`src/design/wfp_pkg.sv`:
```
// Shared types and constants of the wall-follow PID steering block.
// Depends on nothing; every other design file uses it.
package wfp_pkg;

    localparam int DIST_W     = 16;
    localparam int TIME_W     = 16;
    localparam int GAIN_W     = 16;
    localparam int MM_W       = 12;
    localparam int LIM_W      = 10;
    localparam int DEG_W      = 8;
    localparam int CFG_IDX_W  = 3;
    localparam int CFG_DATA_W = 16;
    localparam int ERR_W      = 13;   // signed distance error, |e| <= 4095
    localparam int DELTA_W    = 14;   // signed change of the error
    localparam int PROD_W     = 28;   // |error| * dt
    localparam int DMUL_W     = 23;   // |delta| * 1000
    localparam int STEP_W     = 9;    // saturated steering step magnitude

    localparam logic [TIME_W-1:0] MS_PER_S = 16'd1000;

    localparam logic [CFG_IDX_W-1:0] CFG_KP      = 3'd0;
    localparam logic [CFG_IDX_W-1:0] CFG_KI      = 3'd1;
    localparam logic [CFG_IDX_W-1:0] CFG_KD      = 3'd2;
    localparam logic [CFG_IDX_W-1:0] CFG_TARGET  = 3'd3;
    localparam logic [CFG_IDX_W-1:0] CFG_ILIMIT  = 3'd4;
    localparam logic [CFG_IDX_W-1:0] CFG_TURN    = 3'd5;
    localparam logic [CFG_IDX_W-1:0] CFG_SRV_MIN = 3'd6;
    localparam logic [CFG_IDX_W-1:0] CFG_SRV_MAX = 3'd7;

    localparam logic [GAIN_W-1:0] KP_RESET     = 16'd18350;
    localparam logic [GAIN_W-1:0] KI_RESET     = 16'd393;
    localparam logic [GAIN_W-1:0] KD_RESET     = 16'd3604;
    localparam logic [MM_W-1:0]   TARGET_RESET = 12'd100;
    localparam logic [LIM_W-1:0]  ILIMIT_RESET = 10'd300;
    localparam logic [MM_W-1:0]   TURN_RESET   = 12'd400;
    localparam logic [DEG_W-1:0]  SRV_MIN_RESET = 8'd60;
    localparam logic [DEG_W-1:0]  SRV_MAX_RESET = 8'd120;
    localparam logic [DEG_W-1:0]  CENTER_RESET  = 8'd90;

    typedef enum logic [3:0] {
        S_IDLE,
        S_DIVI_GO,
        S_DIVI,
        S_DIVD_GO,
        S_DIVD,
        S_MUL_GO,
        S_MUL,
        S_FIN,
        S_OUT
    } t_state;

    typedef enum logic [1:0] {
        TERM_P,
        TERM_I,
        TERM_D
    } t_term;

endpackage

```
`src/design/wfp_in_if.sv`:
```
// Input channel of the steering block: one distance reading per beat.
// Depends on wfp_pkg for the field widths.
interface wfp_in_if;
    logic                        valid;
    logic                        ready;
    logic [wfp_pkg::DIST_W-1:0]  distance_mm;
    logic                        reading_fresh;
    logic [wfp_pkg::TIME_W-1:0]  elapsed_ms;
    logic                        follow_right;

    modport source (output valid, distance_mm, reading_fresh, elapsed_ms, follow_right,
                    input ready);
    modport sink   (input valid, distance_mm, reading_fresh, elapsed_ms, follow_right,
                    output ready);
endinterface

```
`src/design/wfp_out_if.sv`:
```
// Output channel of the steering block: one servo command per beat.
// Depends on wfp_pkg for the field widths.
interface wfp_out_if;
    logic                       valid;
    logic                       ready;
    logic [wfp_pkg::DEG_W-1:0]  servo_angle;
    logic                       turn_request;

    modport source (output valid, servo_angle, turn_request, input ready);
    modport sink   (input valid, servo_angle, turn_request, output ready);
endinterface

```
`src/design/wfp_div.sv`:
```
// Bit-serial restoring divider: one quotient bit per clock, 16-bit divisor.
// Depends on wfp_pkg for the divisor width.
module wfp_div #(
    parameter int DW = 44
) (
    input  logic                         i_clk,
    input  logic                         i_rst_n,
    input  logic                         i_start,
    input  logic [DW-1:0]                i_dividend,
    input  logic [wfp_pkg::TIME_W-1:0]   i_divisor,
    output logic                         o_done,
    output logic [DW-1:0]                o_quotient
);
    import wfp_pkg::*;

    localparam int CW = $clog2(DW + 1);

    logic              r_busy;
    logic              r_done;
    logic [CW-1:0]     r_cnt;
    logic [TIME_W-1:0] r_rem;
    logic [TIME_W-1:0] r_div;
    logic [DW-1:0]     r_q;
    logic [TIME_W:0]   trial;
    logic [TIME_W:0]   diff;
    logic              fits;

    // The dividend shifts out of the top of r_q while quotient bits enter at the bottom.
    assign trial = {r_rem, r_q[DW-1]};
    assign diff  = trial - {1'b0, r_div};
    assign fits  = trial >= {1'b0, r_div};

    always_ff @(posedge i_clk) begin
        if (!i_rst_n) begin
            r_busy <= 1'b0;
            r_done <= 1'b0;
            r_cnt  <= '0;
        end else begin
            r_done <= 1'b0;
            if (i_start) begin
                r_busy <= 1'b1;
                r_cnt  <= CW'(DW);
            end else if (r_busy) begin
                r_cnt <= r_cnt - 1'b1;
                if (r_cnt == CW'(1)) begin
                    r_busy <= 1'b0;
                    r_done <= 1'b1;
                end
            end
        end
    end

    always_ff @(posedge i_clk) begin
        if (i_start) begin
            r_rem <= '0;
            r_div <= i_divisor;
            r_q   <= i_dividend;
        end else if (r_busy) begin
            r_rem <= fits ? diff[TIME_W-1:0] : trial[TIME_W-1:0];
            r_q   <= {r_q[DW-2:0], fits};
        end
    end

    assign o_done     = r_done;
    assign o_quotient = r_q;
endmodule

```
`src/design/wfp_mac.sv`:
```
// Bit-serial multiplier: signed operand times 16-bit unsigned gain, gain MSB first.
// Depends on wfp_pkg for the gain width.
module wfp_mac #(
    parameter int XW = 45
) (
    input  logic                              i_clk,
    input  logic                              i_rst_n,
    input  logic                              i_start,
    input  logic signed [XW-1:0]              i_x,
    input  logic [wfp_pkg::GAIN_W-1:0]        i_gain,
    output logic                              o_done,
    output logic signed [XW+wfp_pkg::GAIN_W:0] o_product
);
    import wfp_pkg::*;

    localparam int PW = XW + GAIN_W + 1;
    localparam int CW = $clog2(GAIN_W + 1);

    logic                 r_busy;
    logic                 r_done;
    logic [CW-1:0]        r_cnt;
    logic [GAIN_W-1:0]    r_g;
    logic signed [XW-1:0] r_x;
    logic signed [PW-1:0] r_p;
    logic signed [PW-1:0] addend;

    assign addend = r_g[GAIN_W-1] ? {{(PW-XW){r_x[XW-1]}}, r_x} : '0;

    always_ff @(posedge i_clk) begin
        if (!i_rst_n) begin
            r_busy <= 1'b0;
            r_done <= 1'b0;
            r_cnt  <= '0;
        end else begin
            r_done <= 1'b0;
            if (i_start) begin
                r_busy <= 1'b1;
                r_cnt  <= CW'(GAIN_W);
            end else if (r_busy) begin
                r_cnt <= r_cnt - 1'b1;
                if (r_cnt == CW'(1)) begin
                    r_busy <= 1'b0;
                    r_done <= 1'b1;
                end
            end
        end
    end

    always_ff @(posedge i_clk) begin
        if (i_start) begin
            r_p <= '0;
            r_g <= i_gain;
            r_x <= i_x;
        end else if (r_busy) begin
            r_p <= (r_p <<< 1) + addend;
            r_g <= {r_g[GAIN_W-2:0], 1'b0};
        end
    end

    assign o_done    = r_done;
    assign o_product = r_p;
endmodule

```
`src/design/wall_follow_pid_steering.sv`:
```
// Top level of the wall-follow PID steering block.
// Depends on wfp_pkg, wfp_in_if, wfp_out_if, wfp_div and wfp_mac.

// One beat in gives one beat out. A stale reading, or a distance beyond the
// turn threshold, returns the held servo angle with a turn request and leaves
// the controller state alone. A valid reading runs the PID update: the integral
// increment and the derivative each take one pass of a shared bit-serial
// divider, and the three gain products each take one pass of a bit-serial
// multiplier. The block takes one beat at a time; the result sits in an output
// register, and the next beat is taken as soon as the result has been loaded
// there. Configuration registers are written through a simple write port and
// should only change while idle.
module wall_follow_pid_steering #(
    parameter int FRAC_BITS = 16
) (
    input  logic                             i_clk,
    input  logic                             i_rst_n,
    input  logic                             i_cfg_we,
    input  logic [wfp_pkg::CFG_IDX_W-1:0]    i_cfg_idx,
    input  logic [wfp_pkg::CFG_DATA_W-1:0]   i_cfg_data,
    wfp_in_if.sink                           i_in,
    wfp_out_if.source                        o_out
);
    import wfp_pkg::*;

    localparam int DW = PROD_W + FRAC_BITS;       // divider dividend width
    localparam int XW = DW + 1;                   // signed multiplier operand
    localparam int PW = XW + GAIN_W + 1;          // signed product
    localparam int SW = PW + 2;                   // signed sum of three products
    localparam int AW = LIM_W + 1 + FRAC_BITS;    // signed integral accumulator
    localparam int SH = GAIN_W + FRAC_BITS;       // scale of the sum

    // Configuration registers.
    logic [GAIN_W-1:0] r_kp, r_ki, r_kd;
    logic [MM_W-1:0]   r_target, r_turn;
    logic [LIM_W-1:0]  r_lim;
    logic [DEG_W-1:0]  r_smin, r_smax;

    // Controller state.
    logic signed [AW-1:0]    r_integ;
    logic signed [ERR_W-1:0] r_prev_err;
    logic [DEG_W-1:0]        r_held;

    // Per-beat working registers.
    t_state              r_state, n_state;
    t_term               r_term;
    logic                r_right, r_eneg, r_dneg;
    logic [MM_W-1:0]     r_emag;
    logic [ERR_W-1:0]    r_dmag;
    logic [TIME_W-1:0]   r_dt;
    logic [DW-1:0]       r_deriv;
    logic signed [SW-1:0] r_sum;
    logic [DEG_W-1:0]    r_res_angle;
    logic                r_res_turn;

    // Output register.
    logic               r_ov;
    logic [DEG_W-1:0]   r_oangle;
    logic               r_oturn;

    // Handshake and strobes.
    logic in_fire, out_load, div_start, mac_start;
    logic div_done, mac_done;
    logic [DW-1:0] div_q;
    logic signed [PW-1:0] mac_p;

    // Beat decode.
    logic signed [ERR_W-1:0]   err_c;
    logic signed [DELTA_W-1:0] delta_c;
    logic                      turn_c;

    assign in_fire = i_in.valid && i_in.ready;
    assign err_c   = $signed({1'b0, i_in.distance_mm[MM_W-1:0]}) - $signed({1'b0, r_target});
    assign delta_c = DELTA_W'(err_c) - DELTA_W'(r_prev_err);
    assign turn_c  = !i_in.reading_fresh || (i_in.distance_mm > {4'b0, r_turn});

    // Divider operands: integral increment first, then the derivative.
    logic [PROD_W-1:0] prod_i;
    logic [DMUL_W-1:0] prod_d;
    logic [DW-1:0]     div_dividend;
    logic [TIME_W-1:0] div_divisor;

    assign prod_i = {16'b0, r_emag} * {12'b0, r_dt};
    assign prod_d = {10'b0, r_dmag} * {7'b0, MS_PER_S};
    assign div_dividend = (r_state == S_DIVI_GO)
                        ? {prod_i, {FRAC_BITS{1'b0}}}
                        : {{(PROD_W-DMUL_W){1'b0}}, prod_d, {FRAC_BITS{1'b0}}};
    assign div_divisor  = (r_state == S_DIVI_GO) ? MS_PER_S : r_dt;

    wfp_div #(.DW(DW)) u_div (
        .i_clk      (i_clk),
        .i_rst_n    (i_rst_n),
        .i_start    (div_start),
        .i_dividend (div_dividend),
        .i_divisor  (div_divisor),
        .o_done     (div_done),
        .o_quotient (div_q)
    );

    // Integral update with the symmetric clamp, done as the increment arrives.
    logic signed [DW:0]   inc_s;
    logic signed [DW+1:0] integ_sum;
    logic signed [DW+1:0] lim_pos;
    logic signed [DW+1:0] integ_clamped;

    assign inc_s     = r_eneg ? -$signed({1'b0, div_q}) : $signed({1'b0, div_q});
    assign integ_sum = $signed({{(DW+2-AW){r_integ[AW-1]}}, r_integ}) + (DW+2)'(inc_s);
    assign lim_pos   = $signed((DW+2)'({r_lim, {FRAC_BITS{1'b0}}}));

    always_comb begin
        integ_clamped = integ_sum;
        if (integ_sum > lim_pos) begin
            integ_clamped = lim_pos;
        end
        if (integ_sum < -lim_pos) begin
            integ_clamped = -lim_pos;
        end
    end

    // Multiplier operand and gain for the current term.
    logic signed [XW-1:0] p_mag, d_mag, mac_x;
    logic [GAIN_W-1:0]    mac_gain;

    assign p_mag = $signed(XW'({r_emag, {FRAC_BITS{1'b0}}}));
    assign d_mag = $signed({1'b0, r_deriv});

    always_comb begin
        case (r_term)
            TERM_P: begin
                mac_x    = r_eneg ? -p_mag : p_mag;
                mac_gain = r_kp;
            end
            TERM_I: begin
                mac_x    = {{(XW-AW){r_integ[AW-1]}}, r_integ};
                mac_gain = r_ki;
            end
            TERM_D: begin
                mac_x    = r_dneg ? -d_mag : d_mag;
                mac_gain = r_kd;
            end
            default: begin
                mac_x    = '0;
                mac_gain = '0;
            end
        endcase
    end

    wfp_mac #(.XW(XW)) u_mac (
        .i_clk     (i_clk),
        .i_rst_n   (i_rst_n),
        .i_start   (mac_start),
        .i_x       (mac_x),
        .i_gain    (mac_gain),
        .o_done    (mac_done),
        .o_product (mac_p)
    );

    // Final scaling: side sign, truncation toward zero, center offset, clamp.
    // The step saturates at 511, which already lies beyond any servo limit.
    logic signed [SW-1:0]     s_side;
    logic [SW-1:0]            s_mag, s_shift;
    logic [STEP_W-1:0]        step_mag;
    logic [DEG_W:0]           center;
    logic signed [DEG_W+2:0]  angle_raw, angle_min, angle_fin;

    assign s_side   = r_right ? r_sum : -r_sum;
    assign s_mag    = s_side[SW-1] ? -s_side : s_side;
    assign s_shift  = s_mag >> SH;
    assign step_mag = (|s_shift[SW-1:STEP_W]) ? {STEP_W{1'b1}} : s_shift[STEP_W-1:0];
    assign center   = ({1'b0, r_smin} + {1'b0, r_smax}) >> 1;
    assign angle_raw = s_side[SW-1]
                     ? $signed({2'b0, center}) - $signed({2'b0, step_mag})
                     : $signed({2'b0, center}) + $signed({2'b0, step_mag});

    always_comb begin
        angle_min = angle_raw;
        if (angle_raw < $signed({3'b0, r_smin})) begin
            angle_min = $signed({3'b0, r_smin});
        end
        angle_fin = angle_min;
        if (angle_min > $signed({3'b0, r_smax})) begin
            angle_fin = $signed({3'b0, r_smax});
        end
    end

    // Sequencer.
    always_ff @(posedge i_clk) begin
        if (!i_rst_n) begin
            r_state <= S_IDLE;
        end else begin
            r_state <= n_state;
        end
    end

    always_comb begin
        n_state   = r_state;
        div_start = 1'b0;
        mac_start = 1'b0;
        out_load  = 1'b0;
        case (r_state)
            S_IDLE: begin
                if (in_fire) begin
                    n_state = turn_c ? S_OUT : S_DIVI_GO;
                end
            end
            S_DIVI_GO: begin
                div_start = 1'b1;
                n_state   = S_DIVI;
            end
            S_DIVI: begin
                if (div_done) begin
                    n_state = S_DIVD_GO;
                end
            end
            S_DIVD_GO: begin
                div_start = 1'b1;
                n_state   = S_DIVD;
            end
            S_DIVD: begin
                if (div_done) begin
                    n_state = S_MUL_GO;
                end
            end
            S_MUL_GO: begin
                mac_start = 1'b1;
                n_state   = S_MUL;
            end
            S_MUL: begin
                if (mac_done) begin
                    n_state = (r_term == TERM_D) ? S_FIN : S_MUL_GO;
                end
            end
            S_FIN: begin
                n_state = S_OUT;
            end
            S_OUT: begin
                if (!r_ov || o_out.ready) begin
                    out_load = 1'b1;
                    n_state  = S_IDLE;
                end
            end
            default: begin
                n_state = S_IDLE;
            end
        endcase
    end

    // Configuration writes; an unused index is simply ignored.
    always_ff @(posedge i_clk) begin
        if (!i_rst_n) begin
            r_kp     <= KP_RESET;
            r_ki     <= KI_RESET;
            r_kd     <= KD_RESET;
            r_target <= TARGET_RESET;
            r_lim    <= ILIMIT_RESET;
            r_turn   <= TURN_RESET;
            r_smin   <= SRV_MIN_RESET;
            r_smax   <= SRV_MAX_RESET;
        end else if (i_cfg_we) begin
            case (i_cfg_idx)
                CFG_KP:      r_kp     <= i_cfg_data;
                CFG_KI:      r_ki     <= i_cfg_data;
                CFG_KD:      r_kd     <= i_cfg_data;
                CFG_TARGET:  r_target <= i_cfg_data[MM_W-1:0];
                CFG_ILIMIT:  r_lim    <= i_cfg_data[LIM_W-1:0];
                CFG_TURN:    r_turn   <= i_cfg_data[MM_W-1:0];
                CFG_SRV_MIN: r_smin   <= i_cfg_data[DEG_W-1:0];
                CFG_SRV_MAX: r_smax   <= i_cfg_data[DEG_W-1:0];
                default: ;
            endcase
        end
    end

    // Controller state: only a PID beat changes it.
    always_ff @(posedge i_clk) begin
        if (!i_rst_n) begin
            r_integ    <= '0;
            r_prev_err <= '0;
            r_held     <= CENTER_RESET;
        end else begin
            if (in_fire && (r_state == S_IDLE) && !turn_c) begin
                r_prev_err <= err_c;
            end
            if ((r_state == S_DIVI) && div_done) begin
                r_integ <= AW'(integ_clamped);
            end
            if (r_state == S_FIN) begin
                r_held <= angle_fin[DEG_W-1:0];
            end
        end
    end

    // Beat working registers.
    always_ff @(posedge i_clk) begin
        if (!i_rst_n) begin
            r_term <= TERM_P;
        end else begin
            if (in_fire && (r_state == S_IDLE)) begin
                r_term <= TERM_P;
            end else if ((r_state == S_MUL) && mac_done && (r_term != TERM_D)) begin
                r_term <= (r_term == TERM_P) ? TERM_I : TERM_D;
            end
        end
    end

    always_ff @(posedge i_clk) begin
        if (in_fire && (r_state == S_IDLE)) begin
            r_right     <= i_in.follow_right;
            r_eneg      <= err_c[ERR_W-1];
            r_emag      <= err_c[ERR_W-1] ? MM_W'(-err_c) : err_c[MM_W-1:0];
            r_dneg      <= delta_c[DELTA_W-1];
            r_dmag      <= delta_c[DELTA_W-1] ? ERR_W'(-delta_c) : delta_c[ERR_W-1:0];
            r_dt        <= (i_in.elapsed_ms == '0) ? TIME_W'(1) : i_in.elapsed_ms;
            r_sum       <= '0;
            r_res_angle <= r_held;
            r_res_turn  <= turn_c;
        end
        if ((r_state == S_DIVD) && div_done) begin
            r_deriv <= div_q;
        end
        if ((r_state == S_MUL) && mac_done) begin
            r_sum <= r_sum + {{(SW-PW){mac_p[PW-1]}}, mac_p};
        end
        if (r_state == S_FIN) begin
            r_res_angle <= angle_fin[DEG_W-1:0];
            r_res_turn  <= 1'b0;
        end
    end

    // Output register: the result waits here until the sink takes it.
    always_ff @(posedge i_clk) begin
        if (!i_rst_n) begin
            r_ov <= 1'b0;
        end else if (out_load) begin
            r_ov <= 1'b1;
        end else if (o_out.ready) begin
            r_ov <= 1'b0;
        end
    end

    always_ff @(posedge i_clk) begin
        if (out_load) begin
            r_oangle <= r_res_angle;
            r_oturn  <= r_res_turn;
        end
    end

    assign i_in.ready         = (r_state == S_IDLE);
    assign o_out.valid        = r_ov;
    assign o_out.servo_angle  = r_oangle;
    assign o_out.turn_request = r_oturn;
endmodule

```
`src/flat_wrapper.sv`:
```
// flat-port wrapper written by rule: the top's interface ports become plain ports
module wall_follow_pid_steering_flat import wfp_pkg::*;
#(
    parameter int FRAC_BITS = 16
)
  (i_clk, i_rst_n, i_cfg_we, i_cfg_idx, i_cfg_data, i_in_valid, i_in_distance_mm, i_in_reading_fresh, i_in_elapsed_ms, i_in_follow_right, i_in_ready, o_out_valid, o_out_servo_angle, o_out_turn_request, o_out_ready);
  wfp_in_if i_in_i ();
  wfp_out_if o_out_i ();
  input  logic i_clk;
  input  logic i_rst_n;
  input  logic i_cfg_we;
  input  logic [wfp_pkg::CFG_IDX_W-1:0] i_cfg_idx;
  input  logic [wfp_pkg::CFG_DATA_W-1:0] i_cfg_data;
  input wire logic [$bits(i_in_i.valid)-1:0] i_in_valid;
  input wire logic [$bits(i_in_i.distance_mm)-1:0] i_in_distance_mm;
  input wire logic [$bits(i_in_i.reading_fresh)-1:0] i_in_reading_fresh;
  input wire logic [$bits(i_in_i.elapsed_ms)-1:0] i_in_elapsed_ms;
  input wire logic [$bits(i_in_i.follow_right)-1:0] i_in_follow_right;
  output wire logic [$bits(i_in_i.ready)-1:0] i_in_ready;
  output wire logic [$bits(o_out_i.valid)-1:0] o_out_valid;
  output wire logic [$bits(o_out_i.servo_angle)-1:0] o_out_servo_angle;
  output wire logic [$bits(o_out_i.turn_request)-1:0] o_out_turn_request;
  input wire logic [$bits(o_out_i.ready)-1:0] o_out_ready;
  assign i_in_i.valid = i_in_valid;
  assign i_in_i.distance_mm = i_in_distance_mm;
  assign i_in_i.reading_fresh = i_in_reading_fresh;
  assign i_in_i.elapsed_ms = i_in_elapsed_ms;
  assign i_in_i.follow_right = i_in_follow_right;
  assign i_in_ready = i_in_i.ready;
  assign o_out_valid = o_out_i.valid;
  assign o_out_servo_angle = o_out_i.servo_angle;
  assign o_out_turn_request = o_out_i.turn_request;
  assign o_out_i.ready = o_out_ready;
  wall_follow_pid_steering #(.FRAC_BITS(FRAC_BITS)) u_core (.i_clk(i_clk), .i_rst_n(i_rst_n), .i_cfg_we(i_cfg_we), .i_cfg_idx(i_cfg_idx), .i_cfg_data(i_cfg_data), .i_in(i_in_i), .o_out(o_out_i));
endmodule
```
`config.mk`:
```
export PLATFORM = sky130hd
export DESIGN_NAME = wall_follow_pid_steering_flat
export DESIGN_NICKNAME = d
export VERILOG_FILES = /design/src/design/wfp_pkg.sv /design/src/design/wfp_in_if.sv /design/src/design/wfp_out_if.sv /design/src/design/wfp_div.sv /design/src/design/wfp_mac.sv /design/src/design/wall_follow_pid_steering.sv /design/src/flat_wrapper.sv
export SDC_FILE = /design/constraint.sdc
export NUM_CORES = 2
export LEC_CHECK = 0
export ABC_AREA = 1
export BUFFER_PORTS_ARGS = -buffer_cell sky130_fd_sc_hd__buf_4
export CAP_MARGIN = 15
export CORE_MARGIN = 5
export CORE_UTILIZATION = 45
export DETAILED_ROUTE_END_ITERATION = 10
export GPL_ROUTABILITY_DRIVEN = 0
export SETUP_SLACK_MARGIN = 0.2
export SYNTH_ARGS = -nofsm -noshare
export SYNTH_HDL_FRONTEND = slang
export SYNTH_SLANG_ARGS = --single-unit
```
`constraint.sdc`:
```
create_clock -name i_clk -period 15.1 [get_ports i_clk]
set_input_delay 0.755 -clock i_clk [delete_from_list [all_inputs] [get_ports i_clk]]
set_output_delay 0.755 -clock i_clk [all_outputs]
set_load 0.05 [all_outputs]
```
# Yosys cells after proc, flatten, opt, wreduce, memory -nomap -nowiden
# Index checks and enable logic that the tools add are counted.
[op_classes]
n_mul = 2
n_lt_le_gt_ge = 6
n_mux = 53
shift = 0
n_addsub = 19
reduce_logical = 37
div_mod_pow = 0
bitwise = 3
n_eq_ne = 25
[op_table]
columns = ["operator", "count"]
rows = [
  ["$mux W64", 4],
  ["$mux W45", 3],
  ["$pmux W45 S3", 1],
  ["$mux W44", 3],
  ["$neg A64 Y64", 2],
  ["$neg A44 Y45", 2],
  ["$add A64 B64 Y64", 1],
  ["$add A62 B62 Y62", 1],
  ["$mux W62", 1],
  ["$mux W27", 2],
  ["$mux W16", 3],
  ["$pmux W16 S3", 1],
  ["$add A27 B45 Y46", 1],
  ["$gt A46 B27 Y1", 1],
  ["$lt A46 B46 Y1", 1],
  ["$neg A26 Y46", 1],
  ["$neg A28 Y45", 1],
  ["$pmux W4 S9", 1],
  ["$mul A12 B16 Y28", 1],
  ["$mux W4", 6],
  ["$mux W8", 3],
  ["$reduce_or A23 Y1", 1],
  ["$mux W11", 2],
  ["$mul A13 B7 Y20 const B", 1],
  ["other kinds (47)", 101],
]
[totals]
register_bits = 537
memories = 0
ram_bits = 0
rom_bits = 0
wordCells = 185
latch_bits = 0
output_inout_bits = 11
in_bits = 58

# Depth between registers and ports, before layout
[depth]
depth_word = 13
mapped_depth = 62
mapped_depth_nobuf = 61

# Hierarchy
# A second synthesis with hierarchy kept.
[unflattened]
hier_cells = 7717
hier_area_um2 = 52350.2
[modules_own_cells]
columns = ["mod", "cells_per_inst", "seq_area_each_um2", "n_inst", "area_per_inst_um2"]
rows = [
  ["wall_follow_pid_steering", 5442, 8157.8, 1, 37392.1],
  ["wfp_mac", 1693, 3213.1, 1, 10262.3],
  ["wfp_div", 582, 2282.2, 1, 4695.8],
]

# Least setup slack after synthesis
# Ideal clock, no wire load.
[synth_timing]
kind = "reg2reg"
from = "reg u_core.r_sum[0]"
to = "reg u_core.r_res_angle[0] (data pin)"
path_buffers = 1
path_stages_with_launch = 60
setup_slack_ns = 7.704
synth_period_minus_slack_ns = 7.396
arrival_ns = 7.141
setup_time_ns = 0.255
required_time_ns = 14.845
cell_sequence = "edfxtp_1 -> inv_1 -> ha_1 -> nand2_2 -> nor2_8 -> nand2_4 -> nor2_4 -> nand2_2 -> nand2_2 -> nand2_1 -> nand2_2 -> nand2_2 -> nor2_2 -> nand3_1 -> nor2_4 -> nand2_2 -> nand2_4 -> nand2_1 -> [24 not listed] -> ha_1 -> inv_1 -> clkbuf_1 -> nand2_1 -> o21ai_0 -> inv_1 -> ha_1 -> nand2_1 -> nor2_1 -> a211oi_1 -> o221ai_1 -> a21oi_1 -> o21bai_1 -> nand2_4 -> nand2_4 -> nand2_1 -> nand3_1 -> nand2_1"
[synth_between]
elab_chain_cells = 13
elab_cells_between_ends = 14
classes_between = "add/sub (4); order compare (2); mux (7); reduce/logical (1)"
[synth_lines]
columns = ["item", "line_no", "source"]
rows = [
  ["start, declared", "wall_follow_pid_steering.sv:52", "logic signed [SW-1:0] r_sum;"],
  ["start signal, assigned", "wall_follow_pid_steering.sv:322", "r_sum <= r_sum + {{(SW-PW){mac_p[PW-1]}}, mac_p};"],
  ["$neg A64 Y64", "wall_follow_pid_steering.sv:166", "assign s_side = r_right ? r_sum : -r_sum;"],
  ["$mux W64 *", "wall_follow_pid_steering.sv:166", ""],
  ["$neg A64 Y64", "wall_follow_pid_steering.sv:167", "assign s_mag = s_side[SW-1] ? -s_side : s_side;"],
  ["$mux W64", "wall_follow_pid_steering.sv:167", ""],
  ["$reduce_or A23 Y1", "wall_follow_pid_steering.sv:169", "assign step_mag = (|s_shift[SW-1:STEP_W]) ? {STEP_W{1'b1}} : s_shift[STEP_W-1:0];"],
  ["$mux W9", "wall_follow_pid_steering.sv:169", ""],
  ["$add A8 B9 Y10 / $sub A8 B9 Y10 (equally long branches)", "wall_follow_pid_steering.sv:173, wall_follow_pid_steering.sv:172", ""],
  ["$mux W11 *", "wall_follow_pid_steering.sv:172", "? $signed({2'b0, center}) - $signed({2'b0, step_mag})"],
  ["$lt A11 B9 Y1", "wall_follow_pid_steering.sv:177", "if (angle_raw < $signed({3'b0, r_smin})) begin"],
  ["$mux W11 *", "wall_follow_pid_steering.sv:177", ""],
  ["$gt A11 B9 Y1", "wall_follow_pid_steering.sv:181", "if (angle_min > $signed({3'b0, r_smax})) begin"],
  ["$mux W8 *", "wall_follow_pid_steering.sv:181", ""],
  ["$mux W8 *", "wall_follow_pid_steering.sv:324", "if (r_state == S_FIN) begin"],
  ["end signal, assigned", "wall_follow_pid_steering.sv:315", "r_res_angle <= r_held;"],
  ["end signal, assigned", "wall_follow_pid_steering.sv:325", "r_res_angle <= angle_fin[DEG_W-1:0];"],
  ["end, declared", "wall_follow_pid_steering.sv:53", "logic [DEG_W-1:0] r_res_angle;"],
]
# Mark *: on every way between the ends. The rest lies on a longest branch, timed or not.
# A chain may end at the register's enable or synchronous reset.

# Worst setup path after layout
[layout_timing]
from = "reg u_core.r_right"
to = "reg u_core.r_res_angle[6] (data pin)"
[layout_between]
elab_chain_cells = 12
elab_cells_between_ends = 13
classes_between = "add/sub (3); order compare (2); mux (7); reduce/logical (1)"
[layout_lines]
columns = ["item", "line_no", "source"]
rows = [
  ["start, declared", "wall_follow_pid_steering.sv:47", "logic r_right, r_eneg, r_dneg;"],
  ["start signal, assigned", "wall_follow_pid_steering.sv:308", "r_right <= i_in.follow_right;"],
  ["$mux W64 *", "wall_follow_pid_steering.sv:166", ""],
  ["$neg A64 Y64", "wall_follow_pid_steering.sv:167", ""],
  ["$mux W64", "wall_follow_pid_steering.sv:167", ""],
  ["$reduce_or A23 Y1", "wall_follow_pid_steering.sv:169", ""],
  ["$mux W9", "wall_follow_pid_steering.sv:169", ""],
  ["$add A8 B9 Y10 / $sub A8 B9 Y10 (equally long branches)", "wall_follow_pid_steering.sv:173, wall_follow_pid_steering.sv:172", ""],
  ["$mux W11 *", "wall_follow_pid_steering.sv:172", ""],
  ["$lt A11 B9 Y1", "wall_follow_pid_steering.sv:177", ""],
  ["$mux W11 *", "wall_follow_pid_steering.sv:177", ""],
  ["$gt A11 B9 Y1", "wall_follow_pid_steering.sv:181", ""],
  ["$mux W8 *", "wall_follow_pid_steering.sv:181", ""],
  ["$mux W8 *", "wall_follow_pid_steering.sv:324", ""],
]
# Marked as above.

==> results.toml <==
[status]
status = "completed"

[power_and_ir_drop]
power_density_nw_per_um2 = 169
p_switching_w = 0.00428
seq_power_share_pct = 19.7
pwr-share-clk_pct = 19.1
ir_drop_uv = 418
p_int_w = 0.00478
leakagePower_nw = 25.6
switching_share_pct = 47.3
combPwrFrac_pct = 61.2
p_total_w = 0.00906

[clock_network]
numClockSinks = 537
cts_setup_buffers = 0
clockBufferDepth = 3
postCtsResizedCells = 0
clk_latency_ns = 0.64
cts_tree = "done"
cts_made_buffers = 68
cts-root-buf = "clkbuf_16"
postCtsHoldBufs = 0
clkTransAtPathRegs_ns = 0.06
h-tree-depth = 3

[die]
dieWidth_um = 342
rows = 121
ios = 69
die_h_um = 342
floorplan.initialDensity_pct = 45.4
core_um2 = 109000
die-area_um2 = 117000

[min_path]
hold_class = "input pin to flip-flop"

[logic_synthesis]
netlist-cell-type-count = 63
syn_nets = 7631
avgSynthCellArea_um2 = 7.11
synthArstFlopShare_pct = 0
yosysWarnings = 0
ys.flop_type = "edfxtp_1"
synth_seq_area_share_pct = 27.6
ys_seq_elements = 537
netlist_area_um2 = 49500
netlist_instances = 6953
synth_edf_count = 290

[routing]
first_iter_violations = 3353
wl_per_cell_um = 17.7
routed_wl_um = 149000
drt_drc_violations_left = 0
dr.pass1.iters = 5
via_per_inst = 5.39
antenna_left = 0
dr_total_vias = 45300

[placed_design]
portBuffers = 68
hpwlAfterDp_um = 118000

[global_routing]
grt_pass1_vias = 44000
grt_pass1_wl_um = 236000
antenna_found_initial = 1
grt_max_degree = 76
grt-ovfl-total = 0
grt_usage_pct = 25.1

[sta]
tns_ns = 0
clock_skew_ns = 0.0259
finalSetupViolCount = 0
min_period_ns = 9.64
slew_headroom_pct = 24.1
whs_ns = 0.295
hold_viol = 0
worst_pin_slew_ns = 1.14
post-route-period-util_pct = 63.9
rsz0062_at_grt = "no"
slew_viol_final = 0
max_clock_freq_mhz = 104

[critical_path]
worstPathArrival_ns = 10.03
r2r_cells = 52
critical_path.endpoint = "u_core.r_res_angle[6]"
worst_setup_path_end_kind = "flip-flop"
crit_top_cell = "nand2_1"
rrSetupSlack_ns = 5.46
worstSetupStartpointType = "flip-flop"
r2r_start = "u_core.r_right"
slowest_delay_ns = 0.62
criticalPathCategory = "flip-flop to flip-flop"
crit_path_start = "u_core.r_right"
crit_path_max_fanout = 56
cp.required_ns = 15.49
reg2reg_to = "u_core.r_res_angle[6]"
crit_slowest_cell = "inv_2"

[layout]
diodes = 0
final_util_pct = 49.3
num-nets-final = 7619
area_growth_pct = 8.63
layout-drive-gt1-share_pct = 4.70

[job]
maxCapViolCount = 0
## state kept, by name (all words and copies together) (netlist names), 8 cells and up
signal / flops
u_core.r_deriv: 44
u_core.r_lim: 10
u_core.r_smin: 8
u_core.r_integ: 27
u_core.r_kd: 16
u_core.r_emag: 12
u_core.r_ki: 16
u_core.r_dmag: 13
u_core.u_div.r_div: 16
u_core.r_target: 12
u_core.u_mac.r_g: 16
u_core.r_held: 8
u_core.u_div.r_rem: 16
u_core.r_dt: 16
u_core.r_smax: 8
u_core.r_turn: 12
u_core.r_res_angle: 8
u_core.r_sum: 64
u_core.u_mac.o_product: 62
u_core.r_prev_err: 13
u_core.o_out.servo_angle: 8
u_core.u_mac.r_x: 45
u_core.r_kp: 16
u_core.u_div.o_quotient: 44
## worst max-delay path: cells and delay by family (launching register included)
kind,cells,cell delay [ns]
buffers and inverters,9,2.41
adder cells (fa/ha/maj),5,1.56
flip-flops,1,0.60
AO/OA/AOI/OAI,11,1.89
XOR/XNOR,1,0.22
AND/OR/NAND/NOR,26,2.71
## through the flow
step                area (um^2)  instances  setup slack, ns
floorplan                 49500       6953             7.70
global placement          51400       8285             5.70
detailed placement        51400       8285             5.51
CTS                       53700       8410             5.52
global route              53700       8410             4.52
finish                    53700       8410             5.46
## logic make-up after synthesis
family / count (synthesis) / share of synthesized area [%]
AOI/OAI and AO/OA: 1297 / 14.7
xor gates and xnor gates: 239 / 4.25
adders and majority gates: 620 / 18.6
buffers and inverters: 1249 / 9.55
DFF: 537 / 27.6
and+or+nand+nor: 3011 / 25.4
## layer usage
metal	up-vias	share of wire (%)	GRT usage (%)
met1	21100	44	32.2
met3	296	4.4	2.30
met2	1160	47	43.5
met5	-	0	0
met4	0	4.4	10.5
li1	22800	-	-
## final cells by class
type | instances | area [um^2]
clock buffers | 92 | 1970
clock inverters | 33 | 404
fillers | 11000 | 55300
inverters | 1056 | 3960
multi-input cells | 5167 | 31100
flip-flops and latches | 537 | 13700
well taps | 1414 | 1770
repair buffers | 111 | 833
## cell usage in the layout, fill, tap and decap left out, types with 20 or more instances in the layout
master / Yosys / final
nand4_1: 55 / 55
o21bai_1: 26 / 26
nor4_1: 27 / 26
nand3_1: 371 / 371
dfxtp_1: 247 / 246
fa_1: 191 / 191
edfxtp_1: 290 / 290
a21oi_1: 558 / 558
a31oi_1: 61 / 61
clkbuf_16: 0 / 74
o211ai_1: 43 / 43
nand2_2: 21 / 22
nor2_2: 20 / 23
o21ai_0: 411 / 411
nor2_1: 818 / 810
ha_1: 429 / 429
o21ai_1: 26 / 26
o21a_1: 37 / 37
xnor2_1: 76 / 76
nor3_1: 75 / 75
or2_2: 20 / 20
buf_4: 4 / 111
xor2_1: 162 / 162
o221ai_1: 24 / 24
inv_1: 1043 / 1039
nand2_1: 1541 / 1540
nand3b_1: 22 / 22
## synthesized netlist by cell type, types with 7 or more instances
cell type	n	area, um^2
a211oi_1	12	90.1
a21boi_0	12	90.1
a21boi_1	12	90.1
a21o_1	14	105
a21oi_1	558	2790
a31oi_1	61	382
a32o_1	10	100
and2_1	9	56.3
buf_1	21	78.8
buf_2	11	55.1
clkbuf_1	156	586
clkinv_1	8	30.0
dfxtp_1	247	4940
edfxtp_1	290	8710
fa_1	191	3820
ha_1	429	5370
inv_1	1043	3920
nand2_1	1541	5780
nand2_2	21	131
nand2_4	7	78.8
nand3_1	371	1860
nand3b_1	22	165
nand4_1	55	344
nor2_1	818	3070
nor2_2	20	125
nor2_4	9	101
nor3_1	75	375
nor4_1	27	169
o211ai_1	43	323
o21a_1	37	278
o21ai_0	411	2060
o21ai_1	26	130
o21bai_1	26	195
o221ai_1	24	210
o22ai_1	8	50.1
o31ai_1	18	135
or2_2	20	125
xnor2_1	76	666
xor2_1	162	1420
## worst min path at each step
stage | to | depth (start not counted) | slack [ns] | from
global placement | u_core.o_out.servo_angle[3] | 0 | 0.42 | u_core.r_res_angle[3]
global route | u_core.r_dt[11] | 1 | 0.28 | i_in_elapsed_ms[11]
finish | u_core.r_dt[9] | 1 | 0.30 | i_in_elapsed_ms[9]
floorplan | u_core.o_out.servo_angle[0] | 0 | 0.40 | u_core.r_res_angle[0]
CTS | u_core.r_dt[9] | 1 | 0.26 | i_in_elapsed_ms[9]
detailed placement | u_core.o_out.servo_angle[3] | 0 | 0.42 | u_core.r_res_angle[3]
## power groups by stage
| stage | clock network (W) | registers [W] | logic (W) |
|---|---|---|---|
| 6_report | 0.00173 | 0.00179 | 0.00554 |
| 5_1_grt | 0.00182 | 0.00180 | 0.00634 |
| 4_1_cts | 0.00176 | 0.00179 | 0.00558 |
| 3_5_place_dp | 0 | 0.00182 | 0.00553 |
| 3_3_place_gp | 0 | 0.00182 | 0.00549 |
| 2_1_floorplan | 0 | 0.00174 | 0.00411 |
Power figures use the tool's default switching activity.
